==> src/rtl/rri_pdiv.sv <==
// Pipelined restoring divider: one quotient bit per register stage,
// with a sideband vector carried alongside. Depends on nothing.
module rri_pdiv #(
  parameter int DW = 8,
  parameter int QW = 8,
  parameter int SW = 1
) (
  input  logic          clk,
  input  logic          rst_n,
  input  logic          en,
  input  logic          in_valid,
  input  logic [DW-1:0] rem0,
  input  logic [QW-1:0] lo,
  input  logic [DW-1:0] den,
  input  logic [SW-1:0] side,
  output logic          out_valid,
  output logic [QW-1:0] q,
  output logic [SW-1:0] out_side
);

  logic [DW-1:0] rem_r  [1:QW];
  logic [QW-1:0] lo_r   [1:QW];
  logic [QW-1:0] q_r    [1:QW];
  logic [DW-1:0] den_r  [1:QW];
  logic [SW-1:0] side_r [1:QW];
  logic          vld_r  [1:QW];
  logic [DW-1:0] rem_i  [QW];
  logic [QW-1:0] lo_i   [QW];
  logic [QW-1:0] q_i    [QW];
  logic [DW-1:0] den_i  [QW];
  logic [SW-1:0] side_i [QW];
  logic          vld_i  [QW];
  logic [DW-1:0] rem_nxt [QW];
  logic          ge      [QW];

  // stage inputs: the ports feed stage 0, registers feed the rest
  always_comb begin
    rem_i[0]  = rem0;
    lo_i[0]   = lo;
    q_i[0]    = '0;
    den_i[0]  = den;
    side_i[0] = side;
    vld_i[0]  = in_valid;
    for (int k = 1; k < QW; k++) begin
      rem_i[k]  = rem_r[k];
      lo_i[k]   = lo_r[k];
      q_i[k]    = q_r[k];
      den_i[k]  = den_r[k];
      side_i[k] = side_r[k];
      vld_i[k]  = vld_r[k];
    end
  end

  always_comb begin
    logic [DW:0] trial;
    logic [DW:0] sub;
    for (int k = 0; k < QW; k++) begin
      trial = {rem_i[k], lo_i[k][QW-1]};
      sub   = trial - {1'b0, den_i[k]};
      ge[k] = trial >= {1'b0, den_i[k]};
      rem_nxt[k] = ge[k] ? sub[DW-1:0] : trial[DW-1:0];
    end
  end

  always_ff @(posedge clk) begin
    for (int k = 0; k < QW; k++) begin
      if (!rst_n) begin
        vld_r[k+1] <= 1'b0;
      end else if (en) begin
        vld_r[k+1] <= vld_i[k];
      end
    end
  end

  always_ff @(posedge clk) begin
    if (en) begin
      for (int k = 0; k < QW; k++) begin
        rem_r[k+1]  <= rem_nxt[k];
        lo_r[k+1]   <= lo_i[k] << 1;
        q_r[k+1]    <= {q_i[k][QW-2:0], ge[k]};
        den_r[k+1]  <= den_i[k];
        side_r[k+1] <= side_i[k];
      end
    end
  end

  assign out_valid = vld_r[QW];
  assign q         = q_r[QW];
  assign out_side  = side_r[QW];

endmodule

==> config.mk <==
export PLATFORM = sky130hd
export DESIGN_NAME = rri_pdiv
export DESIGN_NICKNAME = d
export VERILOG_FILES = /design/src/rtl/rri_pdiv.sv
export SDC_FILE = /design/constraint.sdc
export NUM_CORES = 1
export LEC_CHECK = 0
export ABC_AREA = 1
export BUFFER_PORTS_ARGS = -buffer_cell sky130_fd_sc_hd__buf_2
export CAP_MARGIN = 20
export CORE_ASPECT_RATIO = 2
export CORE_UTILIZATION = 60
export DETAILED_ROUTE_END_ITERATION = 12
export PLACE_DENSITY = 0.9
export SKIP_CTS_REPAIR_TIMING = 1
export SYNTH_ARGS = -nofsm -noshare
export SYNTH_HDL_FRONTEND = slang
export SYNTH_SLANG_ARGS = --single-unit
==> constraint.sdc <==
create_clock -name clk -period 2 [get_ports clk]
set_clock_uncertainty 0.1 [all_clocks]
set_input_delay 0.3 -clock clk [delete_from_list [all_inputs] [get_ports clk]]
set_output_delay 0.3 -clock clk [all_outputs]
set_load 0.05 [all_outputs]
# Word level (Yosys, flattened, before mapping)
# Memory sizes are Yosys's and may differ from the RTL's.
# Index checks and enable logic that the tools add are counted.
# word_totals
ff_bits,0
mem_bits_rw,264
inputBits,29
elab_cells,51
mem_count,6
# mem_list
memory,depth,width,read_ports,rd_ports_with_merged_regs,write_ports,line,rtl
den_r,8,8,7,0,8,24,logic [DW-1:0] den_r [1:QW];
q_r,8,8,8,0,8,23,logic [QW-1:0] q_r [1:QW];
rem_r,8,8,7,0,8,21,logic [DW-1:0] rem_r [1:QW];
lo_r,8,7,7,0,8,22,logic [QW-1:0] lo_r [1:QW];
side_r,8,1,8,0,8,25,logic [SW-1:0] side_r [1:QW];
vld_r,8,1,8,0,8,26,logic vld_r [1:QW];
# classes
add_sub_neg,8
n_lt_le_gt_ge,8
n_mux,21
bitwise_logic,8
# op_table
operator,count
9-bit by 8-bit greater-or-equal comparator with 1-bit output,8
8-bit 2-to-1 mux,8
8-bit subtractor,8
1-bit 2-to-1 mux,13
1-bit OR,8

# Logic depth before layout (Yosys ltp)
# logic_depth
depth_word,4
ltp_mapped,11
depth_no_buf,11

# Worst setup path before layout
# OpenSTA, ideal clock, no wires.
# synth_path
path_type,register to register
start,register rem_r[0][17] (netlist name)
end,register rem_r[0][31] (netlist name)
setup_time_ns,0.252
arrival_time_ns,1.466
t_required_ns,1.648
setup_slack_ns,0.181
path_stages_with_launch,11
n_path_buf,1
synth_period_minus_slack_ns,1.819
cell_sequence,edfxtp_1 -> ha_1 -> buf_6 -> nand2_1 -> nor2_1 -> inv_1 -> nor2_1 -> nor2_2 -> nand2_4 -> nand2_1 -> nand2_1

==> results.toml <==
[timing]
timing.hold.ws_ps = 70.4
drv_slew = 0
rsz0062_at_grt = "yes"
worst_slew_pin_slew_ps = 629
hold_violations = 0
maxSlewHeadroom_pct = 58.0
fin_ws_ps = -488
tns_ps = -3830
max_freq_ghz = 0.402
setup_viol = 19
fin_crit_sh_pct = 124
period_needed_ps = 2490

[detailed_routing]
drc_errors = 0
num_vias = 7818
post_drt_wl_per_cell_um = 18.2
antenna_left = 0
drt_pass1_iterations = 5
totalWireLength_um = 24900
drt_iter0_markers = 674
vias_per_cell = 5.71

[setup_path]
crit_path_start = "rem_r[0][43]"
r2r_start = "rem_r[0][43]"
critPathArrivalTime_ps = 2560
cp_top_family = "simple AND/OR/NAND/NOR gates"
path_buf_inv = 1
slowest_delay_ps = 510
crit_required_ps = 2080
path_common_cell = "nand2_2"
path_max_fanout = 5
worstPathCellList = "ha_4 -> nand2_2 -> inv_2 -> nand4_1 -> nand2_2 -> nand2_4 -> nand3_1 -> nand2_1"
path_class = "register to register"
cp-start-kind = "register"
cp_slowest_cell = "nand4_1"
endpoint_kind = "register"

[global_routing]
grt_pass1_vias = 7570
grt_max_degree = 49
gr-usage-met3_pct = 7.43
busiest_layer = "met2"
grt_first_pass_wirelength_um = 33800
grt_overflow = 0
grt.total_usage_pct = 26.7
grt_antenna_before_repair = 1
met2_usage_pct = 52.9
grtUsageMet1_pct = 18.5

[synthesis]
synthTopCellsByCount = "nand2_1 (309), edfxtp_1 (192), inv_1 (181), nand3_1 (101), ha_1 (64)"
syn_nets = 1116
synth-main-ff-cell = "edfxtp_1"
syn_area_per_cell_sq_um = 9.94
synthDistinctLibCells = 27
ys_seq_elements = 192
async_flop_share_pct = 0
synth_cells = 1016
yosysSeqAreaShare_pct = 57.1
synth.area.top_cells = "edfxtp_1 (57%), nand2_1 (11%), ha_1 (7.9%), inv_1 (6.7%), nand3_1 (5.0%)"
synth_top_area_share_pct = 57.1
synth.most_common_cell = "nand2_1"
syn_area_sq_um = 10100
yosysWarnings = 0
synth_edf_count = 192
yosysTopAreaCell = "edfxtp_1"

[status]
status = "finished with violations"
violations = "setup timing"

[pwr]
power_density_nw_per_um2 = 1250
peakVddDrop_v = 0.000918
p_leak_uw = 0.00567

[final_layout]
antennaDiodeCount = 0
fillers = 1029
final_nets = 1252
drive_gt1_share_pct = 20.9
final_cells = 1369
area_delta_synth_final_pct = 22.0

[clock_tree]
tritoncts = "yes"
cts_sinks = 192
cts_buffer_depth = 2
worstSkewPairLatency_ps = 440
cts-root-buf = "clkbuf_16"
h-tree-depth = 4
cts_buffers = 17
clk_pin_slew_worst_paths_ps = 70

[floorplanning]
initial_core_util_pct = 61.8
rows = 66
die_w_um = 93.8
ioPinCount = 39
dieArea_sq_um = 17400
die-height_um = 186
core_sq_um = 16400

[run]
maxCapViolCount = 0

[min_path]
hold_class = "input pin to register"
hp-start = "in_valid"

[placement]
place_ws_ps = -146
place.gp.congestion = 0.930
dp_hpwl_um = 16300
placed_cells = 1298
port_buffers = 38
## worst paths after layout
path | endpoint | slack [ps] | cells past startpoint
worst max-delay path | rem_r[0][52] | -490 | 8
worst min-delay path | vld_r[0][1] | 70 | 3
worst max register to register | rem_r[0][52] | -490 | 8
worst min register to register | side_r[0][7] | 320 | 0
## layout by cell type (no fill, tap or decap), types with 14 or more instances in the layout
cell           instances
nand2_1              293
edfxtp_1             192
inv_1                169
nand3_1              101
buf_4                 63
nor2_1                37
buf_2                 37
ha_1                  32
ha_4                  27
a21oi_1               23
nand2_2               19
clkbuf_16             18
nand4_1               16
dlygate4sd3_1         16
xor2_1                14
## worst register-to-register path: stages, from the launching register on
cell and delay (ps):
edfxtp_1 470, ha_4 340, nand2_2 60, inv_2 80, nand4_1 510, nand2_2 330, nand2_4 130, nand3_1 110
nand2_1 100
## final cells by class
cell class / count / area [sq um] / area share, %
Timing Repair Buffer: 123 / 946 / 7.68
Multi-Input combinational cell: 635 / 4090 / 33.2
Inverter: 183 / 687 / 5.57
Sequential cell: 192 / 5770 / 46.8
Clock inverter: 14 / 155 / 1.26
Clock buffer: 18 / 429 / 3.48
Tap cell: 204 / 255 / 2.07
## report_power, final
| part | switching, uW | internal (uW) | leakage [uW] |
|---|---|---|---|
| logic | 3700 | 2440 | 0.00351 |
| registers | 476 | 5380 | 0.00189 |
| clock network | 1490 | 1860 | 0.000277 |
## state kept, by name (all words and copies together), names as in the netlist
name / flops
side_r: 8
rem_r: 56
vld_r: 8
den_r: 56
q_r: 36
lo_r: 28
## logic make-up after synthesis
family,after synthesis,synth area share [%]
and+or+nand+nor,505,22.0
adders and majority gates,71,9.31
DFF,192,57.1
AOI/OAI and AO/OA,35,2.18
buffers and inverters,192,7.58
xor gates and xnor gates,21,1.82
## through the flow
| step | cell area [sq um] | total power [uW] | util (%) |
|---|---|---|---|
| 2_1_floorplan | 10100 | 9220 | - |
| 3_5_place_dp | 10900 | 10800 | 66.6 |
| 4_1_cts | 11500 | 14100 | 70.2 |
| 5_1_grt | 12300 | 16200 | 75.4 |
| 6_report | 12300 | 15400 | 75.4 |
| 3_3_place_gp | 10900 | 10600 | 66.6 |
## metal layers
metal / part of all wire (%) / up-vias
met5: 0 / -
met3: 5.6 / 192
met4: 9.9 / 0
met2: 55 / 398
li1: - / 3614
met1: 29 / 3614
Note: power is estimated with default switching activity, not from simulation.
